**src/rtl/core/god_pkg.sv**
```systemverilog
// god_pkg: shared types and constants for the glyph outline decoder.
// Used by god_ctrl, god_datapath and glyph_outline_decoder_unit.
`timescale 1ns / 1ps

package god_pkg;

	localparam int MAX_POINTS_DEF   = 64;
	localparam int MAX_CONTOURS_DEF = 16;
	localparam int END_MAP_N        = 64;
	localparam int HDR_LAST_BYTE    = 9;
	localparam int CHEAD_LAST_BYTE  = 3;

	localparam logic [1:0] KIND_HEADER    = 2'd0;
	localparam logic [1:0] KIND_POINT     = 2'd1;
	localparam logic [1:0] KIND_COMPONENT = 2'd2;
	localparam logic [1:0] KIND_ERROR     = 2'd3;

	// coordinate encodings taken from the flag bits
	localparam logic [1:0] MODE_WORD = 2'd0;
	localparam logic [1:0] MODE_NEG  = 2'd1;
	localparam logic [1:0] MODE_SAME = 2'd2;
	localparam logic [1:0] MODE_POS  = 2'd3;

	localparam int FLAG_REPEAT_BIT = 3;

	localparam int CF_ARGS_WORDS_BIT = 0;
	localparam int CF_SCALE_BIT      = 3;
	localparam int CF_MORE_BIT       = 5;
	localparam int CF_XY_SCALE_BIT   = 6;
	localparam int CF_2X2_BIT        = 7;

	typedef enum logic [4:0] {
		OP_NONE,
		OP_LATCH,
		OP_HDR_WORD,
		OP_HDR_EMIT,
		OP_ERR_EMIT,
		OP_END_WORD,
		OP_ILEN,
		OP_SKIP_DEC,
		OP_FLAG_NEW,
		OP_FLAG_REP,
		OP_FLAG_COPY,
		OP_COORD_INIT,
		OP_RD,
		OP_COORD_BYTE,
		OP_COMMIT,
		OP_CHEAD,
		OP_CARG1,
		OP_CEMIT
	} dp_op_t;

	typedef struct packed {
		logic       load;
		logic       restart;
		dp_op_t     op;
		logic       axis;
		logic [1:0] hdr_sel;
		logic       final_byte;
		logic       arg_word;
	} dp_cmd_t;

	typedef struct packed {
		logic       cc_neg;
		logic       cc_bad;
		logic       end_last;
		logic       too_big;
		logic       word_nz;
		logic       skip_one;
		logic       rep_bit;
		logic       walk_next_ge;
		logic       walk_ge;
		logic       rep_go;
		logic [1:0] mode_x;
		logic [1:0] mode_y;
		logic       cf_words;
		logic       more;
		logic       cskip_nz;
	} dp_stat_t;

endpackage

```
**src/rtl/core/god_datapath.sv**
```systemverilog
// god_datapath: byte assembly, flag and x stores, coordinate sums, result register.
// Depends on god_pkg; driven by god_ctrl commands.
`timescale 1ns / 1ps

module god_datapath import god_pkg::*; #(
	parameter int MAX_POINTS   = MAX_POINTS_DEF,
	parameter int MAX_CONTOURS = MAX_CONTOURS_DEF
) (
	input  logic               clk,
	input  logic               arst_n,
	input  logic [7:0]         data_byte,
	input  dp_cmd_t            cmd,
	output dp_stat_t           stat,
	output logic               strobe,
	output logic [1:0]         record_kind,
	output logic [5:0]         item_index,
	output logic signed [15:0] x_value,
	output logic signed [15:0] y_value,
	output logic signed [15:0] box_x_max,
	output logic signed [15:0] box_y_max,
	output logic signed [15:0] contour_count,
	output logic               on_curve,
	output logic               contour_end,
	output logic [15:0]        component_flags,
	output logic [15:0]        component_glyph,
	output logic               last
);

	localparam int AW   = (MAX_POINTS > 1) ? $clog2(MAX_POINTS) : 1;
	localparam int WMAX = (MAX_POINTS > MAX_CONTOURS) ? MAX_POINTS : MAX_CONTOURS;
	localparam int WW   = $clog2(WMAX + 1);
	localparam int PW   = $clog2(MAX_POINTS + 1);
	localparam int CW   = $clog2(MAX_CONTOURS + 1);

	logic [7:0]          byte_q;
	logic [7:0]          pw_q;
	logic [15:0]         hw_q [0:3];
	logic [WW-1:0]       walk_q;
	logic [CW-1:0]       ct_q;
	logic [PW-1:0]       pt_q;
	logic [15:0]         skip_q;
	logic [7:0]          rep_q;
	logic [4:0]          last_flag_q;
	logic [15:0]         run_q;
	logic [47:0]         cf_q;
	logic [5:0]          cn_q;
	logic [END_MAP_N-1:0] end_map_q;
	logic [4:0]          fl_rd_q;
	logic [15:0]         x_rd_q;
	logic [4:0]          fl_mem [0:MAX_POINTS-1];
	logic [15:0]         x_mem  [0:MAX_POINTS-1];

	logic [15:0] word;
	logic [4:0]  flag_pk;
	logic [1:0]  mode;
	logic [15:0] delta;
	logic [15:0] run_nx;
	logic [15:0] commit_val;
	logic [WW:0] walk_inc;
	logic [15:0] arg;
	logic [15:0] cflags;
	logic [15:0] cskip_val;
	logic [5:0]  end_idx;
	logic [5:0]  walk6;
	logic        commit_en;

	assign word     = {pw_q, byte_q};
	assign flag_pk  = {byte_q[5:4], byte_q[2:0]};
	assign walk_inc = {1'b0, walk_q} + {{WW{1'b0}}, 1'b1};
	assign walk6    = 6'(walk_q);
	assign cflags   = cf_q[47:32];
	assign end_idx  = (word > 16'd63) ? 6'd63 : word[5:0];
	assign arg      = cmd.arg_word ? word : {{8{byte_q[7]}}, byte_q};
	assign mode     = cmd.axis ? {fl_rd_q[4], fl_rd_q[2]} : {fl_rd_q[3], fl_rd_q[1]};

	always_comb begin
		unique case (mode)
			MODE_WORD: delta = word;
			MODE_NEG:  delta = 16'd0 - {8'd0, byte_q};
			MODE_POS:  delta = {8'd0, byte_q};
			default:   delta = 16'd0;
		endcase
	end

	assign run_nx     = run_q + delta;
	assign commit_val = (cmd.op == OP_COORD_BYTE) ? run_nx : run_q;
	assign commit_en  = (cmd.op == OP_COORD_BYTE) || (cmd.op == OP_COMMIT);

	always_comb begin
		priority if (cflags[CF_SCALE_BIT])    cskip_val = 16'd2;
		else if (cflags[CF_XY_SCALE_BIT])     cskip_val = 16'd4;
		else if (cflags[CF_2X2_BIT])          cskip_val = 16'd8;
		else                                  cskip_val = 16'd0;
	end

	always_comb begin
		stat.cc_neg       = hw_q[0][15];
		stat.cc_bad       = !hw_q[0][15] &&
		                    ((hw_q[0] == 16'd0) || (hw_q[0] > 16'(MAX_CONTOURS)));
		stat.end_last     = walk_inc >= (WW+1)'(ct_q);
		stat.too_big      = word >= 16'(MAX_POINTS);
		stat.word_nz      = word != 16'd0;
		stat.skip_one     = skip_q == 16'd1;
		stat.rep_bit      = byte_q[FLAG_REPEAT_BIT];
		stat.walk_next_ge = walk_inc >= (WW+1)'(pt_q);
		stat.walk_ge      = walk_q >= WW'(pt_q);
		stat.rep_go       = (rep_q != 8'd0) && (walk_q < WW'(pt_q)) && (walk_q != '0);
		stat.mode_x       = {fl_rd_q[3], fl_rd_q[1]};
		stat.mode_y       = {fl_rd_q[4], fl_rd_q[2]};
		stat.cf_words     = cflags[CF_ARGS_WORDS_BIT];
		stat.more         = cflags[CF_MORE_BIT];
		stat.cskip_nz     = cskip_val != 16'd0;
	end

	always_ff @(posedge clk) begin
		if (cmd.op == OP_FLAG_NEW) begin
			fl_mem[walk_q[AW-1:0]] <= flag_pk;
		end else if (cmd.op == OP_FLAG_COPY) begin
			fl_mem[walk_q[AW-1:0]] <= last_flag_q;
		end
		if (commit_en && !cmd.axis) begin
			x_mem[walk_q[AW-1:0]] <= commit_val;
		end
		if (cmd.op == OP_RD) begin
			fl_rd_q <= fl_mem[walk_q[AW-1:0]];
			x_rd_q  <= x_mem[walk_q[AW-1:0]];
		end
	end

	always_ff @(posedge clk or negedge arst_n) begin
		if (!arst_n) begin
			byte_q          <= '0;
			pw_q            <= '0;
			hw_q            <= '{default: '0};
			walk_q          <= '0;
			ct_q            <= '0;
			pt_q            <= '0;
			skip_q          <= '0;
			rep_q           <= '0;
			last_flag_q     <= '0;
			run_q           <= '0;
			cf_q            <= '0;
			cn_q            <= '0;
			end_map_q       <= '0;
			strobe          <= 1'b0;
			record_kind     <= KIND_HEADER;
			item_index      <= '0;
			x_value         <= '0;
			y_value         <= '0;
			box_x_max       <= '0;
			box_y_max       <= '0;
			contour_count   <= '0;
			on_curve        <= 1'b0;
			contour_end     <= 1'b0;
			component_flags <= '0;
			component_glyph <= '0;
			last            <= 1'b0;
		end else begin
			strobe          <= 1'b0;
			record_kind     <= KIND_HEADER;
			item_index      <= '0;
			x_value         <= '0;
			y_value         <= '0;
			box_x_max       <= '0;
			box_y_max       <= '0;
			contour_count   <= '0;
			on_curve        <= 1'b0;
			contour_end     <= 1'b0;
			component_flags <= '0;
			component_glyph <= '0;
			last            <= 1'b0;
			if (cmd.load) begin
				byte_q <= data_byte;
			end
			if (cmd.restart) begin
				cn_q      <= '0;
				cf_q      <= '0;
				end_map_q <= '0;
			end
			unique case (cmd.op)
				OP_LATCH: begin
					pw_q <= byte_q;
				end
				OP_HDR_WORD: begin
					hw_q[cmd.hdr_sel] <= word;
				end
				OP_HDR_EMIT: begin
					strobe        <= 1'b1;
					record_kind   <= KIND_HEADER;
					x_value       <= hw_q[1];
					y_value       <= hw_q[2];
					box_x_max     <= hw_q[3];
					box_y_max     <= word;
					contour_count <= hw_q[0];
					walk_q        <= '0;
					ct_q          <= hw_q[0][CW-1:0];
				end
				OP_ERR_EMIT: begin
					strobe      <= 1'b1;
					record_kind <= KIND_ERROR;
					last        <= 1'b1;
				end
				OP_END_WORD: begin
					end_map_q[end_idx] <= 1'b1;
					walk_q             <= walk_inc[WW-1:0];
					if (stat.end_last && !stat.too_big) begin
						pt_q <= word[PW-1:0] + PW'(1);
					end
				end
				OP_ILEN: begin
					skip_q <= word;
					walk_q <= '0;
				end
				OP_SKIP_DEC: begin
					skip_q <= skip_q - 16'd1;
				end
				OP_FLAG_NEW: begin
					last_flag_q <= flag_pk;
					walk_q      <= walk_inc[WW-1:0];
				end
				OP_FLAG_REP: begin
					rep_q <= byte_q;
				end
				OP_FLAG_COPY: begin
					walk_q <= walk_inc[WW-1:0];
					rep_q  <= rep_q - 8'd1;
				end
				OP_COORD_INIT: begin
					walk_q <= '0;
					run_q  <= '0;
				end
				OP_COORD_BYTE, OP_COMMIT: begin
					run_q  <= commit_val;
					walk_q <= walk_inc[WW-1:0];
					if (cmd.axis) begin
						strobe      <= 1'b1;
						record_kind <= KIND_POINT;
						item_index  <= walk6;
						x_value     <= x_rd_q;
						y_value     <= commit_val;
						on_curve    <= fl_rd_q[0];
						contour_end <= end_map_q[walk6];
						last        <= stat.walk_next_ge;
					end
				end
				OP_CHEAD: begin
					if (cmd.final_byte) begin
						cf_q <= {cf_q[23:0], byte_q, 16'h0000};
					end else begin
						cf_q <= {16'h0000, cf_q[23:0], byte_q};
					end
				end
				OP_CARG1: begin
					cf_q <= cf_q | {32'h0, arg};
				end
				OP_CEMIT: begin
					strobe          <= 1'b1;
					record_kind     <= KIND_COMPONENT;
					item_index      <= cn_q;
					x_value         <= cf_q[15:0];
					y_value         <= arg;
					component_flags <= cflags;
					component_glyph <= cf_q[31:16];
					last            <= !cflags[CF_MORE_BIT];
					cn_q            <= cn_q + 6'd1;
					cf_q            <= '0;
					skip_q          <= cskip_val;
				end
				OP_NONE, OP_RD: begin
				end
				default: begin
				end
			endcase
		end
	end

endmodule

```
**src/rtl/core/god_ctrl.sv**
```systemverilog
// god_ctrl: parse sequencer for the glyph outline decoder.
// Depends on god_pkg; issues commands to god_datapath and reads its status.
`timescale 1ns / 1ps

module god_ctrl import god_pkg::*; (
	input  logic     clk,
	input  logic     arst_n,
	input  logic     start,
	input  logic     glyph_start,
	input  dp_stat_t stat,
	output logic     busy,
	output dp_cmd_t  cmd
);

	typedef enum logic [3:0] {
		PH_IDLE, PH_HEADER, PH_ENDS, PH_ILEN, PH_ISKIP, PH_FLAGS,
		PH_XC, PH_YC, PH_CHEAD, PH_CARGS, PH_CSKIP
	} ph_t;

	typedef enum logic [2:0] {
		S_WAIT, S_BYTE, S_ERR, S_REP, S_INIT, S_RD, S_EVAL
	} st_t;

	ph_t        ph_q, ph_d, eph;
	st_t        st_q, st_d;
	logic [3:0] bp_q, bp_d, ebp;
	logic       rp_q, rp_d, erp;
	logic       gs_q;
	logic [1:0] cur_mode;

	assign busy     = st_q != S_WAIT;
	assign eph      = gs_q ? PH_HEADER : ph_q;
	assign ebp      = gs_q ? 4'd0 : bp_q;
	assign erp      = gs_q ? 1'b0 : rp_q;
	assign cur_mode = (ph_q == PH_YC) ? stat.mode_y : stat.mode_x;

	always_comb begin
		cmd            = '0;
		cmd.op         = OP_NONE;
		cmd.axis       = ph_q == PH_YC;
		ph_d           = ph_q;
		bp_d           = bp_q;
		rp_d           = rp_q;
		st_d           = st_q;
		unique case (st_q)
			S_WAIT: begin
				if (start) begin
					cmd.load = 1'b1;
					st_d     = S_BYTE;
				end
			end
			S_BYTE: begin
				cmd.restart = gs_q;
				cmd.axis    = eph == PH_YC;
				ph_d        = eph;
				bp_d        = ebp;
				rp_d        = erp;
				st_d        = S_WAIT;
				unique case (eph)
					PH_HEADER: begin
						if (ebp == 4'(HDR_LAST_BYTE)) begin
							cmd.op = OP_HDR_EMIT;
							bp_d   = 4'd0;
							priority if (stat.cc_neg) begin
								ph_d = PH_CHEAD;
							end else if (stat.cc_bad) begin
								ph_d = PH_IDLE;
								st_d = S_ERR;
							end else begin
								ph_d = PH_ENDS;
							end
						end else begin
							cmd.op      = ebp[0] ? OP_HDR_WORD : OP_LATCH;
							cmd.hdr_sel = ebp[2:1];
							bp_d        = ebp + 4'd1;
						end
					end
					PH_ENDS: begin
						if (ebp == 4'd0) begin
							cmd.op = OP_LATCH;
							bp_d   = 4'd1;
						end else begin
							cmd.op = OP_END_WORD;
							bp_d   = 4'd0;
							if (stat.end_last) begin
								if (stat.too_big) begin
									ph_d = PH_IDLE;
									st_d = S_ERR;
								end else begin
									ph_d = PH_ILEN;
								end
							end
						end
					end
					PH_ILEN: begin
						if (ebp == 4'd0) begin
							cmd.op = OP_LATCH;
							bp_d   = 4'd1;
						end else begin
							cmd.op = OP_ILEN;
							bp_d   = 4'd0;
							rp_d   = 1'b0;
							ph_d   = stat.word_nz ? PH_ISKIP : PH_FLAGS;
						end
					end
					PH_ISKIP: begin
						cmd.op = OP_SKIP_DEC;
						if (stat.skip_one) begin
							ph_d = PH_FLAGS;
						end
					end
					PH_FLAGS: begin
						if (erp) begin
							cmd.op = OP_FLAG_REP;
							rp_d   = 1'b0;
							st_d   = S_REP;
						end else begin
							cmd.op = OP_FLAG_NEW;
							if (stat.rep_bit) begin
								rp_d = 1'b1;
							end else if (stat.walk_next_ge) begin
								st_d = S_INIT;
							end
						end
					end
					PH_XC, PH_YC: begin
						if (cur_mode == MODE_WORD && ebp == 4'd0) begin
							cmd.op = OP_LATCH;
							bp_d   = 4'd1;
						end else begin
							cmd.op = OP_COORD_BYTE;
							bp_d   = 4'd0;
							st_d   = S_RD;
						end
					end
					PH_CHEAD: begin
						cmd.op = OP_CHEAD;
						if (ebp == 4'(CHEAD_LAST_BYTE)) begin
							cmd.final_byte = 1'b1;
							bp_d           = 4'd0;
							ph_d           = PH_CARGS;
						end else begin
							bp_d = ebp + 4'd1;
						end
					end
					PH_CARGS: begin
						cmd.arg_word = stat.cf_words;
						if (stat.cf_words && (ebp == 4'd0 || ebp == 4'd2)) begin
							cmd.op = OP_LATCH;
							bp_d   = ebp + 4'd1;
						end else if ((stat.cf_words && ebp == 4'd1) ||
						             (!stat.cf_words && ebp == 4'd0)) begin
							cmd.op = OP_CARG1;
							bp_d   = stat.cf_words ? 4'd2 : 4'd1;
						end else begin
							cmd.op = OP_CEMIT;
							bp_d   = 4'd0;
							priority if (!stat.more) begin
								ph_d = PH_IDLE;
							end else if (stat.cskip_nz) begin
								ph_d = PH_CSKIP;
							end else begin
								ph_d = PH_CHEAD;
							end
						end
					end
					PH_CSKIP: begin
						cmd.op = OP_SKIP_DEC;
						if (stat.skip_one) begin
							bp_d = 4'd0;
							ph_d = PH_CHEAD;
						end
					end
					default: begin
						ph_d = PH_IDLE;
					end
				endcase
			end
			S_ERR: begin
				cmd.op = OP_ERR_EMIT;
				ph_d   = PH_IDLE;
				st_d   = S_WAIT;
			end
			S_REP: begin
				priority if (stat.rep_go) begin
					cmd.op = OP_FLAG_COPY;
				end else if (stat.walk_ge) begin
					st_d = S_INIT;
				end else begin
					st_d = S_WAIT;
				end
			end
			S_INIT: begin
				cmd.op = OP_COORD_INIT;
				ph_d   = PH_XC;
				bp_d   = 4'd0;
				st_d   = S_RD;
			end
			S_RD: begin
				cmd.op = OP_RD;
				st_d   = S_EVAL;
			end
			S_EVAL: begin
				priority if (stat.walk_ge) begin
					if (ph_q == PH_XC) begin
						cmd.op = OP_COORD_INIT;
						ph_d   = PH_YC;
						bp_d   = 4'd0;
						st_d   = S_RD;
					end else begin
						ph_d = PH_IDLE;
						st_d = S_WAIT;
					end
				end else if (cur_mode == MODE_SAME) begin
					cmd.op = OP_COMMIT;
					st_d   = S_RD;
				end else begin
					st_d = S_WAIT;
				end
			end
			default: begin
				st_d = S_WAIT;
			end
		endcase
	end

	always_ff @(posedge clk or negedge arst_n) begin
		if (!arst_n) begin
			ph_q <= PH_IDLE;
			st_q <= S_WAIT;
			bp_q <= '0;
			rp_q <= 1'b0;
			gs_q <= 1'b0;
		end else begin
			ph_q <= ph_d;
			st_q <= st_d;
			bp_q <= bp_d;
			rp_q <= rp_d;
			if (st_q == S_WAIT && start) begin
				gs_q <= glyph_start;
			end
		end
	end

endmodule

```
**src/rtl/core/glyph_outline_decoder_unit.sv**
```systemverilog
// Glyph outline decoder: one record byte per request, results on a one-cycle strobe.
// Results: a result is strobed in the cycle after the first busy cycle of its request; a header
// error result follows in the cycle after the header. A request is taken only while busy is low;
// a coordinate byte that completes a value reads the flag/x stores (single-port), a repeat count
// copies flags one at a time, and unchanged coordinates, the flags' end and x to y switch add reads.
// Reset: asynchronous, active low; block returns to waiting for a glyph start.
`timescale 1ns / 1ps

module glyph_outline_decoder_unit import god_pkg::*; #(
	parameter int MAX_POINTS   = MAX_POINTS_DEF,
	parameter int MAX_CONTOURS = MAX_CONTOURS_DEF
) (
	input  logic               clk,
	input  logic               arst_n,
	input  logic               start,
	output logic               busy,
	input  logic [7:0]         data_byte,
	input  logic               glyph_start,
	output logic               strobe,
	output logic [1:0]         record_kind,
	output logic [5:0]         item_index,
	output logic signed [15:0] x_value,
	output logic signed [15:0] y_value,
	output logic signed [15:0] box_x_max,
	output logic signed [15:0] box_y_max,
	output logic signed [15:0] contour_count,
	output logic               on_curve,
	output logic               contour_end,
	output logic [15:0]        component_flags,
	output logic [15:0]        component_glyph,
	output logic               last
);

	dp_cmd_t  cmd;
	dp_stat_t stat;

	god_ctrl u_ctrl (
		.clk         (clk),
		.arst_n      (arst_n),
		.start       (start),
		.glyph_start (glyph_start),
		.stat        (stat),
		.busy        (busy),
		.cmd         (cmd)
	);

	god_datapath #(
		.MAX_POINTS   (MAX_POINTS),
		.MAX_CONTOURS (MAX_CONTOURS)
	) u_dp (
		.clk             (clk),
		.arst_n          (arst_n),
		.data_byte       (data_byte),
		.cmd             (cmd),
		.stat            (stat),
		.strobe          (strobe),
		.record_kind     (record_kind),
		.item_index      (item_index),
		.x_value         (x_value),
		.y_value         (y_value),
		.box_x_max       (box_x_max),
		.box_y_max       (box_y_max),
		.contour_count   (contour_count),
		.on_curve        (on_curve),
		.contour_end     (contour_end),
		.component_flags (component_flags),
		.component_glyph (component_glyph),
		.last            (last)
	);

	a_strobe_after_busy: assert property (@(posedge clk) disable iff (!arst_n)
		strobe |-> $past(busy))
		else $error("result without a request in progress");

	a_error_last: assert property (@(posedge clk) disable iff (!arst_n)
		strobe && record_kind == KIND_ERROR |-> last)
		else $error("error result not marked last");

	a_point_marks: assert property (@(posedge clk) disable iff (!arst_n)
		strobe && record_kind != KIND_POINT |-> !on_curve && !contour_end)
		else $error("point marks on a non-point result");

	a_box_only_header: assert property (@(posedge clk) disable iff (!arst_n)
		strobe && record_kind != KIND_HEADER |-> box_x_max == 16'sd0 && contour_count == 16'sd0)
		else $error("header fields on a non-header result");

endmodule

```
**config.mk**
```make
export PLATFORM = sky130hd
export DESIGN_NAME = glyph_outline_decoder_unit
export DESIGN_NICKNAME = d
export VERILOG_FILES = /design/src/rtl/core/god_pkg.sv /design/src/rtl/core/god_datapath.sv /design/src/rtl/core/god_ctrl.sv /design/src/rtl/core/glyph_outline_decoder_unit.sv
export SDC_FILE = /design/constraint.sdc
export NUM_CORES = 2
export LEC_CHECK = 0
export BUFFER_PORTS_ARGS = -buffer_cell sky130_fd_sc_hd__buf_2
export CAP_MARGIN = 30
export CORE_MARGIN = 2
export CORE_UTILIZATION = 26
export CTS_CLUSTER_SIZE = 25
export DETAILED_ROUTE_END_ITERATION = 10
export GPL_ROUTABILITY_DRIVEN = 0
export PLACE_DENSITY_LB_ADDON = 0.12
export RECOVER_POWER = 25
export SLEW_MARGIN = 20
export SYNTH_ARGS = -nofsm -noshare
export SYNTH_HDL_FRONTEND = slang
export SYNTH_HIERARCHICAL = 1
export SYNTH_SLANG_ARGS = --single-unit
```
**constraint.sdc**
```tcl
create_clock -name clk -period 9.2 [get_ports clk]
set_input_delay 1.84 -clock clk [delete_from_list [all_inputs] [get_ports clk]]
set_output_delay 1.84 -clock clk [all_outputs]
set_load 0.03 [all_outputs]
```
==> results.txt <==
The run finished, with violations left. The checks that failed: capacitance limit, slew limit. The largest buffer count on any clock path is 3. The cell area after placement is 0.0776 mm². At the end of the flow, the number of nets in the layout was 5,019.

The largest fanout of any net on the critical path came out at 30. Among all flip-flop cells after synthesis, the most frequent one is edfxtp_1. After the first detailed-routing iteration, the DRC count stood at 4,083.

The mean post-synth cell area came out at 15.2 µm². IR analysis of the VDD net gives a maximum drop of 0.169 mV. The effective utilization at floorplan is 0.261. The power density over the cells came out at 299 mW/mm².

The total DRC errors in the routed layout is 0. The count of max-cap constraint violations is 12. When the netlist entered floorplanning its net count stood at 4,806. The data arrival time of the worst path is 8620 ps. The pin count of the biggest net entering global routing is 139. The quantity of gates resized following cts came out at 0. The relative slew slack is -1.69. The finished layout cell area came out at 0.0842 mm². The first global-routing pass estimated 365,000 µm of wire. The final count of hold timing violations is 0. The tree is rooted in a clkbuf_16. The class of the worst hold path is reg2reg. During synthesis, Yosys emitted a total of 6 warnings. The maximum clock frequency is 124 MHz. The number of endpoints failing setup at the final stage came out at 0. The first-pass iteration count of the detailed router is 7. The number of cells traversed by the worst hold path came out at 1. STA classifies the critical path startpoint as a flip-flop. The initial antenna violation count was 8. The CTS tree is built.

The count of distinct cell types in the synthesized netlist is 95. Setup repair after global routing left no endpoint under its margin. The fraction of synthesis flops using an asynchronous set or reset pin came out at 0.226. The library cell with the highest instance count after synthesis is edfxtp_1.

The cell row count came out at 193. The residual antenna-violating net count after detailed routing is 0. The mean routed wirelength per cell is 29.6 µm. In the final layout, the share of cells above drive strength 1 is 0.166.

Summed over all instances, the cell type with the most area after synthesis is edfxtp_1. The clock tree skew after final layout came out at 45.5 ps. The area of the die is 0.281 mm².

Of the synthesized area, sequential elements account for 0.708. The filler cells instantiated in the layout total 27,400. The total wirelength of the detailed-routed design is 261,000 µm.

The number of flops mapped to enable cells by yosys came out at 1,365. In the synthesized netlist, the cells that appear most often are edfxtp_1, dfrtp_1, nor2_1. The number of global-route vias before repair is 44,000. The core area is 0.276 mm². The hold buffer count at cts is 0. The number of pins with negative max-slew slack in the final report is 417. The H-tree was split into 4 levels.

The final hold slack came out at 470 ps. The number of setup buffers added after CTS is 0. The growth of design area from synthesis to finish is 17.0%. The final global-route overflow total is 0. The number of cells on the worst reg-to-reg path is 10. The HPWL after detailed placement is 164,000 µm. TritonCTS created 197 clock buffers. The total number of vias is 44,100. For the finished layout, the period the worst path requires is 8060 ps. 137 I/O pins were placed.

The mapped cell area is 0.0720 mm². The later-pin clock latency in the skew report is 870 ps. The data required time at the worst endpoint is 9750 ps. The clock sink count came out at 1,764. The slew at the pin closest to its max-slew limit came out at 4040 ps. The cell count after synthesis is 4,751. The final-layout setup total negative slack is 0 ps. The type of the worst setup path is reg2reg. The overall track demand over capacity in global routing is 0.183. The die is 530 µm wide. In the finished design, the share of the clock period the worst path needs comes to 0.876. STA classifies the critical path endpoint as a flip-flop. The number of vias per cell came out at 4.98.

The vertical die dimension came out at 530 µm. Input and output buffers added on the ports amount to 136. For this design the static power due to leakage is 0.0283 µW.

Sorting the synthesized cells by area gives the leading types as edfxtp_1, dfrtp_1, mux4_2. Clock-pin slew was measured on the worst setup and hold paths at 60 ps. Of the post-synthesis cell area, the dominant cell type holds 0.569.

The total of flip-flops plus latches after synthesis is 1,764.
-- cell families after synthesis --
kind of cell | after synthesis | share of synthesized area
adders and majority gates | 44 | 0.00772
muxes | 462 | 0.0870
AOI/OAI and AO/OA | 1082 | 0.103
and+or+nand+nor | 926 | 0.0613
buffers and inverters | 446 | 0.0301
xor gates and xnor gates | 27 | 0.00328
DFF | 1764 | 0.708
-- power breakdown --
part           internal (µW)  leakage, µW  total, µW  switching [µW]
Combinational           2210      0.00793       7640            5440
Clock                   4640      0.00320       8040            3400
Sequential              9170       0.0172       9470             306
-- layout by cell type (no fill, tap or decap), types with 20 or more instances in the layout --
master	count
clkinv_1	54
o21ai_0	212
nor2b_1	21
a221oi_1	154
ha_1	42
a22oi_1	87
and2_1	59
mux4_2	116
a222oi_1	24
nor3_1	30
a21oi_1	206
inv_1	121
dfrtp_1	397
buf_6	24
clkbuf_16	200
nand2_1	199
buf_4	121
bufinv_16	20
edfxtp_1	1365
nand3_1	47
a22o_1	56
mux2i_1	215
o22ai_1	147
clkbuf_1	175
mux2_2	124
and2_0	37
buf_8	21
nor2_1	306
clkinv_2	33
nor2_2	59
-- metrics by stage --
stage                     total power (µW)  instances  setup WS, ps  utilization
after global placement               17400       8416          1820        0.280
after CTS                            25500       8817          1790        0.305
after floorplan                      13900       4751          2030            -
after detailed placement             17400       8447          1820        0.281
final                                25200       8846          1140        0.305
after global routing                 26200       8841           740        0.305
-- metal layers --
metal  vias to the layer above  part of all wire  GRT usage
met5                         -                 0          0
met4                         0             0.018     0.0392
met3                       271             0.048     0.0254
met2                      1355              0.48      0.302
met1                     23500              0.45      0.256
li1                      18900                 -          -
-- cell type report --
class / instances / area, µm² / area share
antenna: 6 / 15.0 / 0.000178
inverter: 128 / 487 / 0.00578
multi-input combinational: 2541 / 19200 / 0.228
timing repair buffer: 332 / 2290 / 0.0272
clock buffer: 241 / 5250 / 0.0623
clock inverter: 129 / 1360 / 0.0161
sequential: 1764 / 51000 / 0.605
tap: 3705 / 4640 / 0.0550
-- worst max-delay path: stages, from the launching register on --
cell and delay, ps:
dfrtp_4 820, clkbuf_1 1720, clkbuf_1 1190, clkbuf_1 1470, mux2_2 460, a221oi_1 320
nor2_1 70, a211oi_1 360, o22a_1 380, o2111ai_1 290, or3_1 570
-- sequential cells by signal, indices dropped and copies added, names as in the netlist, 8 cells and up --
name / flops
u_dp/x_mem: 1024
u_dp/fl_mem: 320
u_dp/end_map_q: 64
u_dp/hw_q: 63
u_dp/cf_q: 48
u_dp/box_x_max: 16
u_dp/box_y_max: 16
u_dp/component_flags: 16
u_dp/component_glyph: 16
u_dp/contour_count: 16
u_dp/run_q: 16
u_dp/skip_q: 16
u_dp/x_rd_q: 16
u_dp/x_value: 16
u_dp/y_value: 16
u_dp/byte_q: 8
u_dp/pw_q: 8
u_dp/rep_q: 8
-- final timing paths --
kind / from / slack, ps / end
setup reg to reg: u_dp/walk_q[0] / 1140 / u_dp/x_rd_q[6]
max in group asynchronous: arst_n / 4260 / u_dp/walk_q[6]
hold / removal: u_dp/hw_q[3] / 470 / u_dp/box_x_max[3]
hold reg to reg: u_dp/hw_q[3] / 470 / u_dp/box_x_max[3]
min in group asynchronous: arst_n / 2410 / u_dp/component_glyph[2]
setup / recovery: u_dp/walk_q[0] / 1140 / u_dp/x_rd_q[6]
(Power assumes the default switching activity.)
